==> config.mk <==
export PLATFORM = sky130hd
export DESIGN_NAME = rec_front
export DESIGN_NICKNAME = d
export VERILOG_FILES = /design/src/rec_pkg.sv /design/src/rec_front.sv
export SDC_FILE = /design/constraint.sdc
export NUM_CORES = 2
export LEC_CHECK = 0
export ABC_AREA = 1
export CORE_MARGIN = 2
export CORE_UTILIZATION = 55
export DETAILED_ROUTE_END_ITERATION = 8
export DONT_BUFFER_PORTS = 1
export PLACE_DENSITY = 0.73
export SLEW_MARGIN = 20
export SYNTH_ARGS = -nofsm -noshare
export SYNTH_HDL_FRONTEND = slang
export SYNTH_SLANG_ARGS = --single-unit
==> constraint.sdc <==
create_clock -name vclk -period 9.5
set_clock_uncertainty 0.2 [all_clocks]
set_input_delay 0.95 -clock vclk [all_inputs]
set_output_delay 0.95 -clock vclk [all_outputs]
set_load 0.05 [all_outputs]
==> src/rec_pkg.sv <==
`default_nettype none
// ----------------------------------------------------------------------------
// rec_pkg: shared types and constants of the relative energy convergence check
// Request and result codes, queue item layout, configuration bundle.
// ----------------------------------------------------------------------------
package rec_pkg;

    localparam int unsigned MAX_ITER_DEFAULT = 64;
    localparam int unsigned QUEUE_DEPTH      = 2;

    localparam logic [47:0] TOL_RESET      = 48'd1099512;  // about 1e-6 in Q8.40
    localparam logic [6:0]  MAX_ITER_RESET = 7'd25;
    localparam logic [61:0] ENERGY_MAX     = {62{1'b1}};

    // request codes on s_req_type
    typedef enum logic [1:0] {
        REQ_START  = 2'd0,
        REQ_ELEM   = 2'd1,
        REQ_HIST   = 2'd2,
        REQ_IGNORE = 2'd3
    } rec_req_t;

    // item kinds carried from front to back
    typedef enum logic [1:0] {
        K_START = 2'd0,
        K_ELEM  = 2'd1,
        K_LAST  = 2'd2,
        K_HIST  = 2'd3
    } rec_kind_t;

    typedef enum logic [2:0] {
        STAT_CONVERGED   = 3'd0,
        STAT_CONTINUE    = 3'd1,
        STAT_FAILED      = 3'd2,
        STAT_NOT_STARTED = 3'd3,
        STAT_ACCEPTED    = 3'd4,
        STAT_HISTORY     = 3'd5
    } rec_status_t;

    typedef enum logic [2:0] {
        S_RUN,
        S_HIST,
        S_ENERGY,
        S_MUL,
        S_DECIDE
    } rec_state_t;

    typedef enum logic [1:0] {
        CFG_TOL      = 2'd0,
        CFG_MAX_ITER = 2'd1,
        CFG_GO_ON    = 2'd2
    } rec_cfg_idx_t;

    typedef struct packed {
        logic [47:0] tol;
        logic [6:0]  max_iter;
        logic        go_on;
    } rec_cfg_t;

    typedef struct packed {
        rec_kind_t          kind;
        logic signed [63:0] prod;   // x_increment * residual, Q32.32
        logic [5:0]         hidx;
    } rec_entry_t;

endpackage
`default_nettype wire

==> src/rec_front.sv <==
`default_nettype none
// ----------------------------------------------------------------------------
// rec_front: request classifier
// Decodes the request code, forms the element product and pushes a queue item.
// ----------------------------------------------------------------------------
module rec_front (
    input  logic                   s_valid,
    input  logic [1:0]             s_req_type,
    input  logic signed [31:0]     s_x_increment,
    input  logic signed [31:0]     s_residual,
    input  logic                   s_last_element,
    input  logic [5:0]             s_history_index,
    input  logic                   q_ready,
    output logic                   q_push,
    output rec_pkg::rec_entry_t    q_entry
);
    import rec_pkg::*;

    rec_kind_t          kind;
    logic               keep;
    logic signed [63:0] prod;

    always_comb begin
        keep = 1'b1;
        kind = K_START;
        unique case (rec_req_t'(s_req_type))
            REQ_START:  kind = K_START;
            REQ_ELEM:   kind = s_last_element ? K_LAST : K_ELEM;
            REQ_HIST:   kind = K_HIST;
            REQ_IGNORE: keep = 1'b0;   // dropped at the door
        endcase
    end

    // exact 32x32 product, registered in the queue
    assign prod    = 64'(s_x_increment) * 64'(s_residual);
    assign q_entry = {kind, prod, s_history_index};
    assign q_push  = s_valid && q_ready && keep;

endmodule
`default_nettype wire

# Word-level counts from Yosys, hierarchy flattened

Index checks and enable logic that the tools add are counted.

Register bits after elaboration: 0
Input bits: 75

Multipliers: 1
Eq/ne operators: 3
Multiplexer cells: 3
Reductions and logical operators: 2

Operators by type and width:

| cell                                                 | number |
|---|---|
| multiplier 32 x 32 -> 64 bit                         | 1 |
| equality test 2 bit (second input constant)          | 2 |
| one-hot mux 2 bit (2 select lines)                   | 1 |
| equality test 2 x 1 -> 1 bit (second input constant) | 1 |
| logical AND 1 bit                                    | 2 |
| 2-to-1 mux 2 bit                                     | 1 |
| 2-to-1 mux 1 bit                                     | 1 |

# Longest topological paths before layout

Depth after elaboration: 3
Depth in mapped cells: 32

# Worst setup path after synthesis

OpenSTA, ideal clock, no wires.

Kind: input port to output port
Start point: in s_x_increment[31]
End point: out q_entry[62] (netlist name)
Data arrival time: 7.790 ns
Required time: 8.350 ns
Setup slack: 0.560 ns
Stages on the path: 26
Path buffers: 1
Path through: clkbuf_1 -> nand2_1 -> inv_1 -> fa_1 -> inv_1 -> fa_1 -> inv_1 -> fa_1 -> fa_1 -> inv_1 -> fa_1 -> inv_1 -> fa_1 -> inv_1 -> fa_1 -> inv_1 -> fa_1 -> ha_1 -> a21oi_1 -> inv_1 -> nor2_1 -> nor2_1 -> or2_2 -> nor2_1 -> nand4_1 -> nand2_1

RTL lines:

| what        | RTL line        | text |
|---|---|---|
| from (decl) | rec_front.sv:9  | `input logic signed [31:0] s_x_increment,` |
| to (decl)   | rec_front.sv:15 | `output rec_pkg::rec_entry_t q_entry` |

==> results.sh <==
export IMPL_wirelength_microns=103000
export IMPL_setup_viol=0
export IMPL_post_cts_buffers=0
export IMPL_maxCapViolCount=0
export IMPL_num_fill_cells=6455
export IMPL_ctsResizeCount=0
export IMPL_grt_pass1_wl_microns=171000
export IMPL_outcome="completed"
export IMPL_drt_iter0_drc=2085
export IMPL_nClkBuffers=0
export IMPL_syn_area_sq_um=38800
export IMPL_seq_cells=0
export IMPL_routed_top_layer="met4"
export IMPL_crit_path_top_delay_cell="fa_1"
export IMPL_chipWidth_microns=270
export IMPL_wl_met3_microns=9890
export IMPL_gp_congestion=1.01
export IMPL_finalNonFillerCells=5810
export IMPL_endpoint_kind="output pin"
export IMPL_finalHoldViolCount=0
export IMPL_met1Wirelength_microns=42100
export IMPL_seqCellArea_sq_um=0
export IMPL_fin_crit_sh_pct=95.5
export IMPL_cp_max_fo=32
export IMPL_hold_buffers=0
export IMPL_nNetsFinal=6216
export IMPL_synthMuxAreaShare_pct=0
export IMPL_drive_above_1_share_pct=2.90
export IMPL_synth_cell_type_count=32
export IMPL_die_area_sq_um=72800
export IMPL_grt_max_degree=33
export IMPL_synthSimpleGateAreaFrac_pct=17.8
export IMPL_io_buffers=0
export IMPL_cp_top_family="adder cells"
export IMPL_relSlewSlack_pct=17.8
export IMPL_fin_ws_ps=432
export IMPL_synth_fp_nets=6354
export IMPL_max_clock_freq_ghz=0.110
export IMPL_drt_pass1_iterations=6
export IMPL_pre_cts_ws_ps=501
export IMPL_synth_xor_area_share_pct=0.902
export IMPL_hpwl_microns=88300
export IMPL_antenna_found_initial=0
export IMPL_max_stage_delay_ps=570
export IMPL_drc_errors=0
export IMPL_wl_per_cell_microns=17.8
export IMPL_cp_arrival_ps=7920
export IMPL_grt_setup_unrepaired="false"
export IMPL_core_sq_um=70000
export IMPL_grt_total_usage_pct=29.7
export IMPL_via_count=29897
export IMPL_synthAdderAreaFrac_pct=61.8
export IMPL_post_route_min_period_ps=9070
export IMPL_dp_cells=5810
export IMPL_synth_compound_area_share_pct=1.43
export IMPL_syn_to_final_growth_pct=2.21
export IMPL_drv_slew=0
export IMPL_io_pins=148
export IMPL_ys_seq_area_share_pct=0
export IMPL_antenna_cells=0
export IMPL_synth_top_family_by_area="adder cells"
export IMPL_die_y_microns=270
export IMPL_crit_type="in2out"
export IMPL_whs_path_depth=0
export IMPL_worst_slew_pin_slew_ps=1230
export IMPL_wl_met2_microns=48800
export IMPL_crit_buf_inv=9
export IMPL_grt_pass1_vias=32495
export IMPL_syn_inst=5010
export IMPL_required_ps=8350
export IMPL_ant_nets=0
export IMPL_start_util_pct=55.5
export IMPL_holdPathEnd="q_entry[4]"
export IMPL_syn_avg_cell_area_sq_um=7.75
export IMPL_hold_start="s_history_index[4]"
export IMPL_grt_overflow=0
export IMPL_fin_tns_setup_ps=0
export IMPL_startpoint_type="input pin"
export IMPL_num_rows=97
export IMPL_synth_warning_count=0
export IMPL_min_path_type="in2out"
export IMPL_vias_per_cell=5.15
-- cells by family after synthesis --
logic type	count (synthesis)
buf+inv	1861
compound gates	101
xor+xnor	40
fa+ha+maj	1269
simple gates	1739
-- Yosys cell counts (11+ instances only) --
library cell,count,share of area [%]
clkbuf_1,192,1.9
nand4_1,14,0.23
o21bai_1,11,0.21
nand2_2,20,0.32
nor2_1,121,1.2
nand2_1,1457,14
a21oi_1,62,0.80
nor2_2,22,0.35
inv_1,1654,16
o21ai_0,17,0.22
fa_1,1082,56
ha_1,187,6.0
nand3_1,69,0.89
xor2_1,35,0.79
-- worst max-delay path by stage --
| stage | start | endpoint | slack (ps) | depth (start not counted) |
|---|---|---|---|---|
| 2_1_floorplan | s_x_increment[31] | q_entry[62] | 560 | 26 |
| 3_3_place_gp | s_x_increment[31] | q_entry[61] | 550 | 28 |
| 3_5_place_dp | s_x_increment[31] | q_entry[61] | 500 | 28 |
| 4_1_cts | s_x_increment[31] | q_entry[61] | 470 | 28 |
| 5_1_grt | s_x_increment[31] | q_entry[67] | 30 | 26 |
| 6_report | s_x_increment[31] | q_entry[61] | 430 | 28 |
-- cells in the final DEF, fill, tap and decap left out, drive strengths merged, types with 5 or more instances in the layout --
master,n
nand4,14
nor2,150
xor2,35
xnor2,5
o21bai,11
buf,58
or2,9
inv,1663
o21ai,21
fa,1082
ha,187
nand3,79
nand2,1477
a21oi,66
-- layout make-up --
| cell class | count | area, sq um | area share [%] |
|---|---|---|---|
| multi-input cells | 3149 | 31800 | 80.2 |
| inverters | 1663 | 6240 | 15.7 |
| well taps | 940 | 1180 | 2.96 |
| repair buffers | 58 | 448 | 1.13 |
-- per-stage QoR --
step           utilization (%)  instance area [sq um]  hold slack, ps
2_1_floorplan                -                  38800            1870
6_report                  56.7                  39700            1700
5_1_grt                   56.7                  39700            1700
4_1_cts                   56.7                  39700            1700
3_5_place_dp              56.7                  39700            1700
3_3_place_gp              56.7                  39700            1700
-- per-layer routing --
layer / vias up / GRT usage (%)
met5: - / 0
met4: 0 / 6.32
met2: 1219 / 49.2
li1: 13329 / -
met1: 15158 / 40.4
met3: 191 / 6.74
Power is left out: the tool's default activity adds up to more than one toggle a clock period on the data nets, which glitch-free logic cannot reach.
