`src/rec_pkg.sv`:
```
`default_nettype none
// ----------------------------------------------------------------------------
// rec_pkg: shared types and constants of the relative energy convergence check
// Request and result codes, queue item layout, configuration bundle.
// ----------------------------------------------------------------------------
package rec_pkg;

    localparam int unsigned MAX_ITER_DEFAULT = 64;
    localparam int unsigned QUEUE_DEPTH      = 2;

    localparam logic [47:0] TOL_RESET      = 48'd1099512;  // about 1e-6 in Q8.40
    localparam logic [6:0]  MAX_ITER_RESET = 7'd25;
    localparam logic [61:0] ENERGY_MAX     = {62{1'b1}};

    // request codes on s_req_type
    typedef enum logic [1:0] {
        REQ_START  = 2'd0,
        REQ_ELEM   = 2'd1,
        REQ_HIST   = 2'd2,
        REQ_IGNORE = 2'd3
    } rec_req_t;

    // item kinds carried from front to back
    typedef enum logic [1:0] {
        K_START = 2'd0,
        K_ELEM  = 2'd1,
        K_LAST  = 2'd2,
        K_HIST  = 2'd3
    } rec_kind_t;

    typedef enum logic [2:0] {
        STAT_CONVERGED   = 3'd0,
        STAT_CONTINUE    = 3'd1,
        STAT_FAILED      = 3'd2,
        STAT_NOT_STARTED = 3'd3,
        STAT_ACCEPTED    = 3'd4,
        STAT_HISTORY     = 3'd5
    } rec_status_t;

    typedef enum logic [2:0] {
        S_RUN,
        S_HIST,
        S_ENERGY,
        S_MUL,
        S_DECIDE
    } rec_state_t;

    typedef enum logic [1:0] {
        CFG_TOL      = 2'd0,
        CFG_MAX_ITER = 2'd1,
        CFG_GO_ON    = 2'd2
    } rec_cfg_idx_t;

    typedef struct packed {
        logic [47:0] tol;
        logic [6:0]  max_iter;
        logic        go_on;
    } rec_cfg_t;

    typedef struct packed {
        rec_kind_t          kind;
        logic signed [63:0] prod;   // x_increment * residual, Q32.32
        logic [5:0]         hidx;
    } rec_entry_t;

endpackage
`default_nettype wire

```
`src/rec_queue.sv`:
```
`default_nettype none
// ----------------------------------------------------------------------------
// rec_queue: small FIFO between front and back
// Decouples request intake from the accumulate / decide engine.
// ----------------------------------------------------------------------------
module rec_queue (
    input  logic                aclk,
    input  logic                aresetn,
    input  logic                push,
    input  rec_pkg::rec_entry_t in_entry,
    output logic                in_ready,
    input  logic                pop,
    output logic                out_valid,
    output rec_pkg::rec_entry_t out_entry
);
    import rec_pkg::*;

    localparam int unsigned PW = (QUEUE_DEPTH > 1) ? $clog2(QUEUE_DEPTH) : 1;
    localparam int unsigned CW = $clog2(QUEUE_DEPTH + 1);
    localparam logic [PW-1:0] LAST_PTR = PW'(QUEUE_DEPTH - 1);
    localparam logic [CW-1:0] FULL_CNT = CW'(QUEUE_DEPTH);

    rec_entry_t     slot_reg [QUEUE_DEPTH];
    logic [PW-1:0]  wr_ptr_reg, rd_ptr_reg;
    logic [CW-1:0]  cnt_reg;
    logic           do_pop;

    assign in_ready  = (cnt_reg != FULL_CNT);
    assign out_valid = (cnt_reg != '0);
    assign out_entry = slot_reg[rd_ptr_reg];
    assign do_pop    = pop && out_valid;

    always_ff @(posedge aclk) begin
        if (!aresetn) begin
            wr_ptr_reg <= '0;
            rd_ptr_reg <= '0;
            cnt_reg    <= '0;
        end else begin
            if (push) begin
                wr_ptr_reg <= (wr_ptr_reg == LAST_PTR) ? '0 : wr_ptr_reg + PW'(1);
            end
            if (do_pop) begin
                rd_ptr_reg <= (rd_ptr_reg == LAST_PTR) ? '0 : rd_ptr_reg + PW'(1);
            end
            if (push && !do_pop) begin
                cnt_reg <= cnt_reg + CW'(1);
            end else if (do_pop && !push) begin
                cnt_reg <= cnt_reg - CW'(1);
            end
        end
    end

    always_ff @(posedge aclk) begin
        if (push) begin
            slot_reg[wr_ptr_reg] <= in_entry;
        end
    end

endmodule
`default_nettype wire

```
`config.mk`:
```
export PLATFORM = sky130hd
export DESIGN_NAME = rec_queue
export DESIGN_NICKNAME = d
export VERILOG_FILES = /design/src/rec_pkg.sv /design/src/rec_queue.sv
export SDC_FILE = /design/constraint.sdc
export NUM_CORES = 1
export LEC_CHECK = 0
export BUFFER_PORTS_ARGS = -buffer_cell sky130_fd_sc_hd__buf_2
export CAP_MARGIN = 20
export CORE_MARGIN = 1.5
export CORE_UTILIZATION = 52
export DETAILED_ROUTE_END_ITERATION = 7
export GPL_TIMING_DRIVEN = 0
export PLACE_DENSITY = 0.79
export SLEW_MARGIN = 20
export SYNTH_ARGS = -nofsm -noshare
export SYNTH_HDL_FRONTEND = slang
export SYNTH_SLANG_ARGS = --single-unit
```
`constraint.sdc`:
```
create_clock -name aclk -period 4.65 [get_ports aclk]
set_clock_uncertainty 0.1 [all_clocks]
set_input_delay 0.465 -clock aclk [delete_from_list [all_inputs] [get_ports aclk]]
set_output_delay 0.465 -clock aclk [all_outputs]
set_load 0.1 [all_outputs]
```
### Word level (Yosys, flattened, before mapping)

Memories as Yosys holds them, arrays and structs flattened. A register that Yosys moved wholly into a read port is not among the register bits.
Index checks and enable logic that the tools add are counted.

* flip-flop bits (word level): 4
* memory bits (writable): 144
* bits of input ports: 76
* word-level logic and storage cells: 24
* memories: 1

Memories
* slot_reg: depth 2, width 72, read ports 1, clocked after memory_dff 1, write ports 1, line rec_queue.sv:23 `rec_entry_t slot_reg [QUEUE_DEPTH];`

* $add $sub $neg: 4
* equal/unequal tests: 1
* multiplexer cells: 8
* reduce and logical (&&, ||, !) cells: 7

Operators with widths (count)
* two-way mux 1 bit: 6
* two-way mux 2 bit: 2
* nonzero test 2 bit: 2
* logical AND 1 bit: 3
* adder 1 bit, second input constant: 2
* adder 2 x 1 -> 2 bit, second input constant: 1
* logical NOT 1 bit: 2
* != test 2 bit, second input constant: 1
* subtractor 2 x 1 -> 2 bit, second input constant: 1

### Depth between registers and ports, before layout

Gate-level depths: netlist of the first run.

* depth in word-level cells: 5
* mapped depth: 5
* depth with buffers taken out: 5

### Worst setup path after synthesis of the first run

No wires, ideal clock.

* path type: input -> register
* from: in push
* to: mem slot_reg[0][0] (netlist bit) (enable)
* setup time: 0.512 ns
* arrival time: 3.652 ns
* data required time: 4.038 ns
* slack: 0.386 ns
* stages on the path: 1
* cell sequence: nor2b_1

* word-level cells in the longest chain between the ends: 2

Ends and longest elaborated chain
* start, declared: line rec_queue.sv:9 `input logic push,`
* two-way mux 1 bit: line rec_queue.sv:54 `if (push) begin`
* two-way mux 1 bit (implied by the code): line rec_queue.sv:55 `slot_reg[wr_ptr_reg] <= in_entry;`
* end, declared: line rec_queue.sv:23

No other way between the ends.

==> results of run 1 <==
## worst max-delay path: cells and delay by family, from the launching register on
family                 cells  cell delay, ns
flip-flops                 1            0.30
multiplexers               1            0.35
buffers and inverters      3            0.79
## worst max-delay path by stage
stage                                 end  slack, ns  cells after the start
after floorplan            slot_reg[0][0]       0.39                      1
after CTS                   out_entry[18]       2.08                      4
after global placement    slot_reg[0][35]      -1.49                      2
after global routing        out_entry[67]       2.03                      4
after detailed placement    out_entry[22]       2.65                      4
final                       out_entry[32]       2.14                      4
## final cells by class
class	count	area [um^2]	area share, %
plain buffers	8	83.8	1.19
repair buffers	153	848	12.1
flip-flops and latches	149	4420	62.9
clock buffers	20	445	6.33
well taps	136	170	2.42
multi-input cells	89	941	13.4
diodes	1	2.50	0.0356
clock inverters	12	119	1.69
## layer usage
layer	GRT usage, %	share of wire, %	up-vias
met2	29.4	53	95
met4	7.14	0.88	0
met3	7.24	7.4	8
met1	19.4	39	1342
li1	-	-	1324
met5	0	0	-
## power by group through the flow
stage / logic (mW) / clock network, mW / registers (mW)
detailed placement: 1.98 / 0 / 1.62
global route: 2.04 / 1.34 / 1.60
finish: 1.97 / 1.26 / 1.59
floorplan: 1.71 / 0 / 1.61
CTS: 1.99 / 1.28 / 1.59
global placement: 1.96 / 0 / 1.62
## logic make-up after synthesis
group	after synthesis
flip-flops	149
multiplexers	72
AND/OR/NAND/NOR	9
buffers and inverters	8
AO/OA/AOI/OAI	4
XOR/XNOR	3
adder cells (fa/ha/maj)	1
## cell usage in the layout, fill, tap and decap left out
cell	count
clkinv_4	4
clkinv_2	1
inv_6	3
o21a_1	1
buf_12	1
buf_2	150
dfxtp_1	5
nor2b_1	1
buf_6	7
or2_1	1
clkbuf_8	3
and2_4	1
and2_1	3
clkbuf_16	16
edfxtp_1	144
clkinvlp_4	3
o21ai_0	1
diode_2	1
bufinv_16	1
xor2_1	1
ha_1	1
clkbuf_1	1
nor2b_4	1
a21boi_1	1
mux2_1	72
o21ai_1	1
or3_1	1
buf_16	3
nand2b_1	1
xnor2_1	2
==> results.json, run 1 <==
{
  "status": "finished clean",
  "synth_area_leader_cell": "edfxtp_1",
  "dieArea_um2": 11100,
  "avgSynthCellArea_um2": 22.1,
  "hold_ws_ns": 0.0383,
  "netlist_area_um2": 5440,
  "hp-start": "in_entry[27]",
  "rows": 37,
  "max_slew_margin_pct": 60.6,
  "yosys_warnings": 0,
  "critical_path_required_ns": 4.09,
  "initial_core_util_pct": 53.2,
  "synth-compound-area-share_pct": 0.460,
  "internal_power_mw": 2.68,
  "die_x_um": 105,
  "ys_seq_elements": 149,
  "peakVddDrop_mv": 0.540,
  "netlist.area_leader.share_pct": 79.5,
  "arrival_ns": 1.95,
  "synth-main-ff-cell": "edfxtp_1",
  "max_freq_mhz": 398,
  "synth_top_family_by_area": "multiplexers",
  "slowest_stage": "mux2_1",
  "cts_buffer_depth": 2,
  "swShare_pct": 44.4,
  "r2r_end": "slot_reg[0][15]",
  "synthDistinctLibCells": 17,
  "power_leakage_nw": 2.68,
  "power_frac_comb_pct": 40.9,
  "cpMostUsedCell": "buf_2",
  "finalCritPeriodShare_pct": 54.0,
  "timing_hold_violations_final": 0,
  "endpoint_kind": "primary output",
  "drt_iter0_markers": 84,
  "critPathKind": "flop to primary output",
  "worstSkewPairLatency_ns": 0.51,
  "synthMuxAreaShare_pct": 14.9,
  "synth_seq_area_share_pct": 81.3,
  "max_stage_delay_ns": 0.35,
  "r2r_slack_ns": 2.97,
  "die_y_um": 105,
  "final_util_pct": 68.8,
  "whs_path_depth": 1,
  "synthCells": 246,
  "grt_pass1_wl_um": 14100,
  "nets": 495,
  "syn_nets": 323,
  "synth_edf_count": 144,
  "drive_gt1_share_pct": 45.0,
  "antenna_found_initial": 1,
  "finalSetupViolations": 0,
  "io_buffers": 149,
  "hp-class": "input port to flop",
  "p_total_mw": 4.82,
  "final_area_um2": 7030,
  "largest_reg_flops": 144,
  "dp_worst_setup_slack_ns": 2.65,
  "clockPowerShare_pct": 26.1,
  "synth-simple-area-share_pct": 1.04,
  "synthTopCellsByArea": "edfxtp_1, mux2_1, dfxtp_1, buf_6, and2_1",
  "placed_cell_area_um2": 6470,
  "r2r_start": "wr_ptr_reg",
  "fin_cells": 568,
  "cts_made_buffers": 17,
  "path_cells": "buf_2, buf_6, mux2_1, buf_2",
  "p_per_area_nw_per_um2": 685,
  "io_pins": 150,
  "drt-wirelength-per-cell_um": 15.8,
  "dr_total_vias": 2769,
  "start_kind": "flop",
  "setup_slack_ns": 2.14,
  "cts.sinks": 149,
  "cts_root_buffer": "clkbuf_8",
  "core_area_um2": 10200,
  "nFillCells": 695,
  "grt_max_degree": 40,
  "ctsHoldBuffers": 0,
  "gp_congestion": 0.700,
  "worstMarginPinSlew_ns": 0.590,
  "grtUsageTotal_pct": 17.4,
  "drv_slew": 0,
  "cts_resized": 0,
  "grt-ovfl-total": 0,
  "rsz0062_at_grt": "false",
  "worstHoldEndpoint": "slot_reg[1][27]",
  "hpwl_um": 6080,
  "dp_cells": 535,
  "worstPathMaxFanout": 10,
  "dr.pass1.iters": 4,
  "power.share.sequential_pct": 33.0,
  "totalWireLength_um": 8950,
  "post_cts_buffers": 0,
  "maxCapViolCount": 0,
  "fin_crit_ns": 2.51,
  "syn_to_final_growth_pct": 29.3,
  "routed_via_density": 4.88,
  "ys_top_cells_by_count": "edfxtp_1, mux2_1, buf_6",
  "fin_setup_tns_ns": 0,
  "async_flop_share_pct": 0,
  "grt_pass1_vias": 2918,
  "p_switching_mw": 2.14,
  "tritoncts": "done",
  "htree_num_levels": 4,
  "drtAntennaViolNets": 0,
  "drc": 0,
  "synth-xor-area-share_pct": 0.483,
  "cts.clk_slew.worst_paths_ns": 0.06,
  "synth-adder-area-share_pct": 0.230,
  "rr_worst_depth": 3,
  "synth_most_common_cell": "edfxtp_1"
}
Note: power is estimated with default switching activity, not from simulation.
==> inputs of run 2 (changes only) <==
==> constraint.sdc (replaced) <==
create_clock -name aclk -period 2.4 [get_ports aclk]
set_clock_uncertainty 0.1 [all_clocks]
set_input_delay 0.24 -clock aclk [delete_from_list [all_inputs] [get_ports aclk]]
set_output_delay 0.24 -clock aclk [all_outputs]
set_load 0.1 [all_outputs]
==> run 2 against run 1 <==
Effect of this change: first-iteration DRC count up 8.3%; sequential share of layout area shrank 6.2 points; sequential cell count unchanged; cell count up 13%; final area increased by 11%; global-route usage rose by 2.3 points; clock power rose by 100%; die area unchanged; setup slack got worse by 2.0 ns; critical path type unchanged; critical endpoint is now out_entry[27]; highest routed layer unchanged.
==> results.json, run 2 (synthesized netlist as in run 1, its figures left out) <==
{
  "cts_buffer_depth": 2,
  "fin_crit_ns": 2.25,
  "cts_root_buffer": "clkbuf_8",
  "totalWireLength_um": 10300,
  "cts.sinks": 149,
  "drive_gt1_share_pct": 37.6,
  "setup_slack_ns": 0.152,
  "hpwl_um": 6030,
  "worstMarginPinSlew_ns": 0.688,
  "grt_pass1_wl_um": 16200,
  "slowest_stage": "mux2_1",
  "power_leakage_nw": 3.00,
  "worstPathMaxFanout": 10,
  "nFillCells": 593,
  "timing_hold_violations_final": 0,
  "core_area_um2": 10200,
  "path_cells": "clkbuf_4, buf_6, mux2_1, buf_2",
  "status": "finished clean",
  "grt-ovfl-total": 0,
  "nets": 569,
  "initial_core_util_pct": 53.2,
  "drtAntennaViolNets": 0,
  "cts.clk_slew.worst_paths_ns": 0.06,
  "worstSkewPairLatency_ns": 0.51,
  "seq_area_um2": 4420,
  "start_kind": "flop",
  "max_freq_mhz": 445,
  "antenna_found_initial": 0,
  "routed_via_density": 4.89,
  "final_util_pct": 76.2,
  "io_buffers": 149,
  "syn_to_final_growth_pct": 43.4,
  "post_cts_buffers": 0,
  "gp_congestion": 0.681,
  "grt_pass1_vias": 3437,
  "dieArea_um2": 11100,
  "dr_total_vias": 3126,
  "endpoint_kind": "primary output",
  "drt_iter0_markers": 91,
  "largest_reg_flops": 144,
  "grtUsageTotal_pct": 19.7,
  "drv_slew": 0,
  "hp-class": "input port to flop",
  "die_x_um": 105,
  "cts_made_buffers": 17,
  "htree_num_levels": 4,
  "finalCritPeriodShare_pct": 93.6,
  "dr.pass1.iters": 4,
  "multi_input_comb_area_um2": 941,
  "rsz0062_at_grt": "false",
  "p_per_area_nw_per_um2": 1230,
  "antenna_cells": 0,
  "drc": 0,
  "peakVddDrop_mv": 0.897,
  "dp_worst_setup_slack_ns": 0.598,
  "critical_path_required_ns": 2.06,
  "critPathKind": "flop to primary output",
  "arrival_ns": 1.91,
  "io_pins": 150,
  "die_y_um": 105,
  "max_stage_delay_ns": 0.36,
  "p_total_mw": 9.61,
  "final_common_cell": "buf_2",
  "rows": 37,
  "max_slew_margin_pct": 54.0,
  "drt-wirelength-per-cell_um": 16.1,
  "final_cell_mix": "buf_2, edfxtp_1, dlygate4sd3_1",
  "tritoncts": "done",
  "finalSetupViolations": 0,
  "grt_max_degree": 54,
  "maxCapViolCount": 0
}
run 2: routing by layer:
metal | track usage (%) | share of wire, %
met1 | 21.2 | 38
met5 | 0 | 0
met3 | 5.07 | 5.0
met4 | 8.02 | 1.4
met2 | 36.5 | 55
run 2: path summary, 6_finish.rpt:
check / startpoint / end / slack [ns] / cells past startpoint
hold / removal: pop / rd_ptr_reg / 0.16 / 4
hold reg to reg: cnt_reg[1] / cnt_reg[1] / 0.46 / 2
setup / recovery: flop / out_entry[27] / 0.15 / 4
setup reg to reg: wr_ptr_reg / wr_ptr_reg / 0.41 / 4
run 2: cell type report:
class / count / area share (%)
Sequential cell: 149 / 56.7
Timing Repair Buffer: 227 / 20.5
Multi-Input combinational cell: 89 / 12.1
Clock buffer: 17 / 5.31
Tap cell: 136 / 2.18
Clock inverter: 13 / 2.12
Buffer: 8 / 1.11
run 2: metrics by stage:
step	setup TNS (ns)	cells	instance area [um^2]	hold slack [ns]
2_1_floorplan	0	246	5450	0.239
3_3_place_gp	-10.09	531	6360	0.328
3_5_place_dp	0	535	6470	0.332
4_1_cts	0	639	7790	0.0871
5_1_grt	0	639	7800	0.176
6_report	0	639	7800	0.160
run 2: power by group:
group,internal [mW],switching [mW],total (mW)
sequential,3.03,0.0602,3.09
combinational,0.801,3.15,3.95
clock,1.65,0.926,2.58
total,5.48,4.13,9.61
run 2: worst max-delay path: cells and delay by family (launching register included):
| family | cells | cell delay [ns] |
|---|---|---|
| buffers and inverters | 3 | 0.72 |
| muxes | 1 | 0.36 |
| DFF | 1 | 0.31 |
run 2: timing repair:
action,in CTS,in global routing
hold buffers,74,0
resized for setup,0,1
endpoints found under the hold margin,149,0
endpoints found under the setup margin,0,1
